===== src/hw/rtl/vau_pkg.sv =====
// Package for the fixed-point 3D vector arithmetic unit.
// Holds widths, action and status codes, the pipeline sideband struct
// and the saturation helper. No dependencies.
package vau_pkg;

	localparam int FRAC_BITS = 16;
	localparam int DW        = 32;
	localparam int EPS_W     = 31;
	localparam int LANES     = 3;
	localparam int SQ_W      = 2 * DW;
	localparam int ROOT_W    = DW;
	localparam int DVS_W     = DW;
	localparam int DVD_W     = DW + FRAC_BITS;
	localparam int WIDE_W    = 2 * DW + 2;

	localparam logic [EPS_W-1:0] EPS_RESET = EPS_W'(66);

	typedef enum logic [3:0] {
		ACT_NEG   = 4'd0,
		ACT_ADD   = 4'd1,
		ACT_SUB   = 4'd2,
		ACT_MUL   = 4'd3,
		ACT_DIV   = 4'd4,
		ACT_SCALE = 4'd5,
		ACT_SDIV  = 4'd6,
		ACT_DOT   = 4'd7,
		ACT_CROSS = 4'd8,
		ACT_LEN   = 4'd9,
		ACT_NORM  = 4'd10,
		ACT_EQ    = 4'd11,
		ACT_NE    = 4'd12
	} action_t;

	typedef enum logic [1:0] {
		ST_OK   = 2'd0,
		ST_SAT  = 2'd1,
		ST_DIV0 = 2'd2
	} status_t;

	typedef logic signed [DW-1:0]     word_t;
	typedef logic signed [2*DW-1:0]   prod_t;
	typedef logic signed [2*DW:0]     xsum_t;
	typedef logic signed [WIDE_W-1:0] wide_t;
	typedef logic signed [DW:0]       lin_t;
	typedef logic [DW:0]              mag_t;
	typedef logic [DVD_W-1:0]         dvd_t;
	typedef logic [DVS_W-1:0]         dvs_t;
	typedef logic [SQ_W-1:0]          sq_t;
	typedef logic [ROOT_W-1:0]        root_t;

	localparam word_t WORD_MAX    = {1'b0, {(DW-1){1'b1}}};
	localparam word_t WORD_MIN    = {1'b1, {(DW-1){1'b0}}};
	localparam dvd_t  QUO_POS_LIM = dvd_t'(WORD_MAX);
	localparam dvd_t  QUO_NEG_LIM = dvd_t'(1) << (DW - 1);

	typedef struct packed {
		word_t val;
		logic  sat;
	} sat_t;

	// Sideband that travels with an item through the root and divide stages.
	typedef struct packed {
		action_t              act;
		logic [LANES-1:0][DW-1:0] r;
		logic [DW-1:0]        sc;
		logic                 cmp;
		status_t              st;
		logic [LANES-1:0][DVD_W-1:0] dvd;
		logic [LANES-1:0][DVS_W-1:0] dvs;
		logic [LANES-1:0]     aneg;
		logic [LANES-1:0]     dvneg;
	} meta_t;

	// Clamp a wide signed value into one word.
	function automatic sat_t sat_word(input wide_t v);
		sat_t res;
		if (v > wide_t'(WORD_MAX)) begin
			res.val = WORD_MAX;
			res.sat = 1'b1;
		end else if (v < wide_t'(WORD_MIN)) begin
			res.val = WORD_MIN;
			res.sat = 1'b1;
		end else begin
			res.val = word_t'(v[DW-1:0]);
			res.sat = 1'b0;
		end
		return res;
	endfunction

endpackage


===== src/hw/rtl/vau_isqrt.sv =====
// Pipelined integer square root, one result bit per stage.
// Depends on vau_pkg.
module vau_isqrt (
	input  logic            clk,
	input  logic            en,
	input  vau_pkg::sq_t    sq_in,
	output vau_pkg::root_t  root_out
);

	localparam int N     = vau_pkg::ROOT_W;
	localparam int REM_W = vau_pkg::ROOT_W + 3;

	logic [vau_pkg::SQ_W-1:0]   rad_s  [N-1];
	logic [REM_W-1:0]           rem_s  [N-1];
	logic [vau_pkg::ROOT_W-1:0] root_s [N];

	for (genvar k = 0; k < N; k++) begin : g_stage
		logic [vau_pkg::SQ_W-1:0]   cur_rad;
		logic [REM_W-1:0]           cur_rem;
		logic [vau_pkg::ROOT_W-1:0] cur_root;
		logic [REM_W-1:0]           remc;
		logic [REM_W-1:0]           trial;
		logic                       ge;

		if (k == 0) begin : g_first
			assign cur_rad  = sq_in;
			assign cur_rem  = '0;
			assign cur_root = '0;
		end else begin : g_next
			assign cur_rad  = rad_s[k-1];
			assign cur_rem  = rem_s[k-1];
			assign cur_root = root_s[k-1];
		end

		// bring down the next two radicand bits, try root*4+1
		assign remc  = {cur_rem[REM_W-3:0], cur_rad[vau_pkg::SQ_W-1 -: 2]};
		assign trial = {1'b0, cur_root, 2'b01};
		assign ge    = (remc >= trial);

		always_ff @(posedge clk) begin
			if (en) begin
				root_s[k] <= {cur_root[vau_pkg::ROOT_W-2:0], ge};
			end
		end

		if (k < N - 1) begin : g_carry
			always_ff @(posedge clk) begin
				if (en) begin
					rad_s[k] <= {cur_rad[vau_pkg::SQ_W-3:0], 2'b00};
					rem_s[k] <= ge ? (remc - trial) : remc;
				end
			end
		end
	end

	assign root_out = root_s[N-1];

endmodule


===== config.mk =====
export PLATFORM = sky130hd
export DESIGN_NAME = vau_isqrt
export DESIGN_NICKNAME = d
export VERILOG_FILES = /design/src/hw/rtl/vau_pkg.sv /design/src/hw/rtl/vau_isqrt.sv
export SDC_FILE = /design/constraint.sdc
export NUM_CORES = 2
export LEC_CHECK = 0
export BUFFER_PORTS_ARGS = -buffer_cell sky130_fd_sc_hd__buf_2
export CAP_MARGIN = 30
export CORE_MARGIN = 3
export CORE_UTILIZATION = 60
export CTS_BUF_LIST = sky130_fd_sc_hd__clkbuf_2
export DETAILED_ROUTE_END_ITERATION = 6
export PLACE_DENSITY = 0.78
export SLEW_MARGIN = 20
export SYNTH_ARGS = -nofsm -noshare
export SYNTH_HDL_FRONTEND = slang
export SYNTH_SLANG_ARGS = --single-unit

===== constraint.sdc =====
create_clock -name clk -period 3.6 [get_ports clk]
set_clock_uncertainty 0.05 [all_clocks]
set_input_delay 0.72 -clock clk [delete_from_list [all_inputs] [get_ports clk]]
set_output_delay 0.72 -clock clk [all_outputs]
set_load 0.005 [all_outputs]

==> results.json <==
{
  "fillers": 13780,
  "violations": "design-rule violations, negative setup slack",
  "cp_top_family": "simple AND/OR/NAND/NOR gates",
  "ir_drop_v": 0.0004563,
  "die-area_mm2": 0.1983,
  "ys_types": 91,
  "synth-edff-count": 2494,
  "syn_area_mm2": 0.1158,
  "die-height_um": 445.3,
  "synthAdderAreaFrac_pct": 6.063,
  "fin_nets": 10720,
  "grt_pass1_wl_mm": 384.4,
  "combPwrFrac_pct": 23.7,
  "finalSetupTns_ps": -1144,
  "async_reset_ff_share_pct": 0,
  "synthXorXnorAreaFrac_pct": 6.014,
  "cts_root_buffer": "clkbuf_2",
  "layout_worst_path_cycle_share_pct": 102.9,
  "worstSkewPairLatency_ps": 1780,
  "drtPass1Iterations": 7,
  "num_io_pins": 98,
  "area_delta_synth_final_pct": 12.77,
  "grt_max_degree": 127,
  "drc": 4,
  "critPathArrivalTime_ps": 5180,
  "slew_viol_final": 0,
  "fin_ws_ps": -104.7,
  "place.gp.congestion": 0.9327,
  "fin_cells": 13020,
  "synth-compound-area-share_pct": 9.593,
  "setup_viol": 25,
  "worst_pin_slew_ps": 1166,
  "yosysSeqAreaShare_pct": 64.69,
  "drive_gt1_share_pct": 16.20,
  "wl_per_cell_um": 18.70,
  "cp-end-kind": "register",
  "cts.sinks": 2494,
  "dp_hpwl_mm": 169.9,
  "antenna_found_initial": 8,
  "outcome": "finished, violations left",
  "synth-simple-area-share_pct": 9.834,
  "grt_pass1_vias": 74640,
  "clkPwrFrac_pct": 24.3,
  "route.vias.total": 74080,
  "crit_slowest_cell": "or4_4",
  "yosys_register_bits": 2494,
  "power.density_mw_per_mm2": 576.1,
  "syn_nets": 9562,
  "ant_nets": 0,
  "p_leak_nw": 51.97,
  "p_int_mw": 51.80,
  "hp-class": "reg -> reg",
  "start_kind": "register",
  "clock.fmax_mhz": 269.9,
  "pwr-share-seq_pct": 52.0,
  "crit_fanout": 4,
  "start_util_pct": 60.62,
  "cp_slowest_stage_delay_ps": 550,
  "die_w_um": 445.3,
  "core-area_mm2": 0.1910,
  "cts_tree": "built",
  "synthCells": 8935,
  "viasPerCell": 5.689,
  "maxCapViolCount": 0,
  "r2r_slack_ps": -100,
  "gr-total-overflow": 0,
  "cts_htree_levels": 6,
  "track_usage_pct": 24.24,
  "hold_viol_final": 0,
  "grt_setup_unrepaired": "yes",
  "path_clk_slew_ps": 110,
  "switchingPower_mw": 23.42,
  "dp.cells": 11740,
  "critical_path_buf_inv_count": 2,
  "syn_area_per_cell_um2": 12.96,
  "synth_top_family_by_area": "simple AND/OR/NAND/NOR gates",
  "drtIter0Drc": 5650,
  "path_cells": "or4_4 > or3_1 > or3_1 > or2_1 > or4_4 > a311o_1 > a211oi_4 > buf_4 > buf_6 > nor4_1 > xor2_1",
  "drt-total-wl_mm": 243.5,
  "cp_data_required_time_ps": 5070,
  "rows": 160,
  "switching_share_pct": 31.13,
  "synthFlopType": "edfxtp_1",
  "synthMuxAreaShare_pct": 0.8980,
  "synth_warnings": 0,
  "crit_type": "reg -> reg",
  "period_minus_slack_ps": 3705,
  "numCtsBuffers": 624,
  "io_buffers": 97,
  "clockBufferDepth": 4,
  "slew_headroom_pct": 22.25
}
==> timing repair <==
action,in CTS,in global routing
buffers inserted,6,22
endpoints found under the hold margin,2559,0
pin swaps,4,39
hold buffers,195,0
cloned,0,5
endpoints found under the setup margin,51,416
resized for setup,24,173
==> synth_stat cells, types with 18 or more instances <==
master,number,area share (%)
nor2_1,592,1.9
a21oi_1,578,2.5
buf_1,18,0.058
o31ai_1,70,0.45
o21a_1,103,0.67
xnor2_1,400,3.0
or2_2,39,0.21
inv_1,727,2.4
or4_1,63,0.41
nor2b_1,90,0.49
xor2_1,395,3.0
a21boi_0,30,0.19
a21o_1,230,1.5
mux2_2,87,0.85
nor4_1,121,0.65
a211oi_1,38,0.25
nor3_1,212,0.92
nand3_1,135,0.58
ha_1,561,6.1
edfxtp_1,2494,65
o21ai_0,421,1.8
nand3b_1,30,0.19
nand2b_1,114,0.62
o211ai_1,21,0.14
a31oi_1,50,0.27
and3_1,52,0.28
nand4_1,91,0.49
or3_1,86,0.46
clkbuf_1,137,0.44
nand2_1,589,1.9
and2_1,35,0.19
o21bai_1,52,0.34
==> placed cells by master (no fill, tap or decap), types with 21 or more instances in the layout <==
master,netlist,final
a211oi_1,38,29
a21boi_0,30,24
a21o_1,230,230
a21oi_1,578,568
a31oi_1,50,44
and2_1,35,35
and3_1,52,52
buf_12,0,43
buf_2,4,96
buf_4,1,343
clkbuf_2,0,867
clkinv_1,1,123
clkinv_2,0,24
dlygate4sd3_1,0,194
edfxtp_1,2494,2494
ha_1,561,557
inv_1,727,724
mux2_2,87,86
nand2_1,589,584
nand2b_1,114,114
nand3_1,135,134
nand3b_1,30,30
nand4_1,91,91
nor2_1,592,589
nor2b_1,90,89
nor3_1,212,201
nor4_1,121,108
o211ai_1,21,21
o21a_1,103,103
o21ai_0,421,386
o21ai_1,3,29
o21bai_1,52,52
o31ai_1,70,58
or2_2,39,38
or3_1,86,83
or4_1,63,56
xnor2_1,400,400
xor2_1,395,395
==> cell type report <==
type / instances / area, um2 / share of cell area, %
clock inverter: 175 / 1026 / 0.7858
antenna: 9 / 22.52 / 0.01725
tap: 2511 / 3142 / 2.406
sequential: 2494 / 74890 / 57.36
inverter: 729 / 2736 / 2.096
timing repair buffer: 689 / 6070 / 4.649
clock buffer: 866 / 4334 / 3.319
multi-input combinational: 5550 / 38350 / 29.37
==> state kept, by name (all words and copies together), names as in the netlist <==
register and count:
rad_s 992, rem_s 974, root_s 528
==> path summary, 6_finish.rpt <==
check               startpoint           end  depth (start not counted)
setup / recovery  rem_s[4][21]  rem_s[4][61]                         11
hold / removal    rad_s[1][77]  rad_s[2][17]                          0
setup reg to reg  rem_s[4][21]  rem_s[4][61]                         11
hold reg to reg   rad_s[1][77]  rad_s[2][17]                          0
==> per-layer routing <==
layer  global-route usage [%]  routed length [um]
met2                    41.78              122900
met1                    30.37               98910
met4                    9.977                8759
met3                    4.315               12860
met5                        0                  13
==> worst register-to-register path, cell delays in order, from the launching register on <==
cell,delay (ps)
edfxtp_1,410
or4_4,550
or3_1,330
or3_1,340
or2_1,250
or4_4,420
a311o_1,330
a211oi_4,260
buf_4,190
buf_6,100
nor4_1,50
xor2_1,140
==> stage by stage <==
step	power (mW)	cell area [um2]	worst slack [ps]	utilization [%]	hold WS (ps)
after floorplan	50.83	115800	47.70	-	350.3
after global routing	79.82	130600	-198.5	68.37	118.2
final	75.22	130600	-104.7	68.37	299.9
after global placement	56.34	122100	-144.7	63.94	350.1
after CTS	75.48	129600	-142.3	67.83	13.54
after detailed placement	56.82	122100	-146.7	63.94	354.5
==> power by group through the flow <==
stage | registers (mW) | logic (mW) | clock network, mW
after global placement | 39.7 | 16.7 | 0
after floorplan | 38.6 | 12.3 | 0
after CTS | 39.1 | 17.4 | 19.0
after global routing | 39.5 | 19.8 | 20.6
final | 39.1 | 17.8 | 18.3
after detailed placement | 39.7 | 17.1 | 0
==> cells by family after synthesis <==
group,Yosys count
and+or+nand+nor,2316
adders and majority gates,561
DFF,2494
buffers and inverters,891
other,1
xor gates and xnor gates,795
muxes,93
AOI/OAI and AO/OA,1784
No activity file was read; power rests on OpenSTA's default activity.
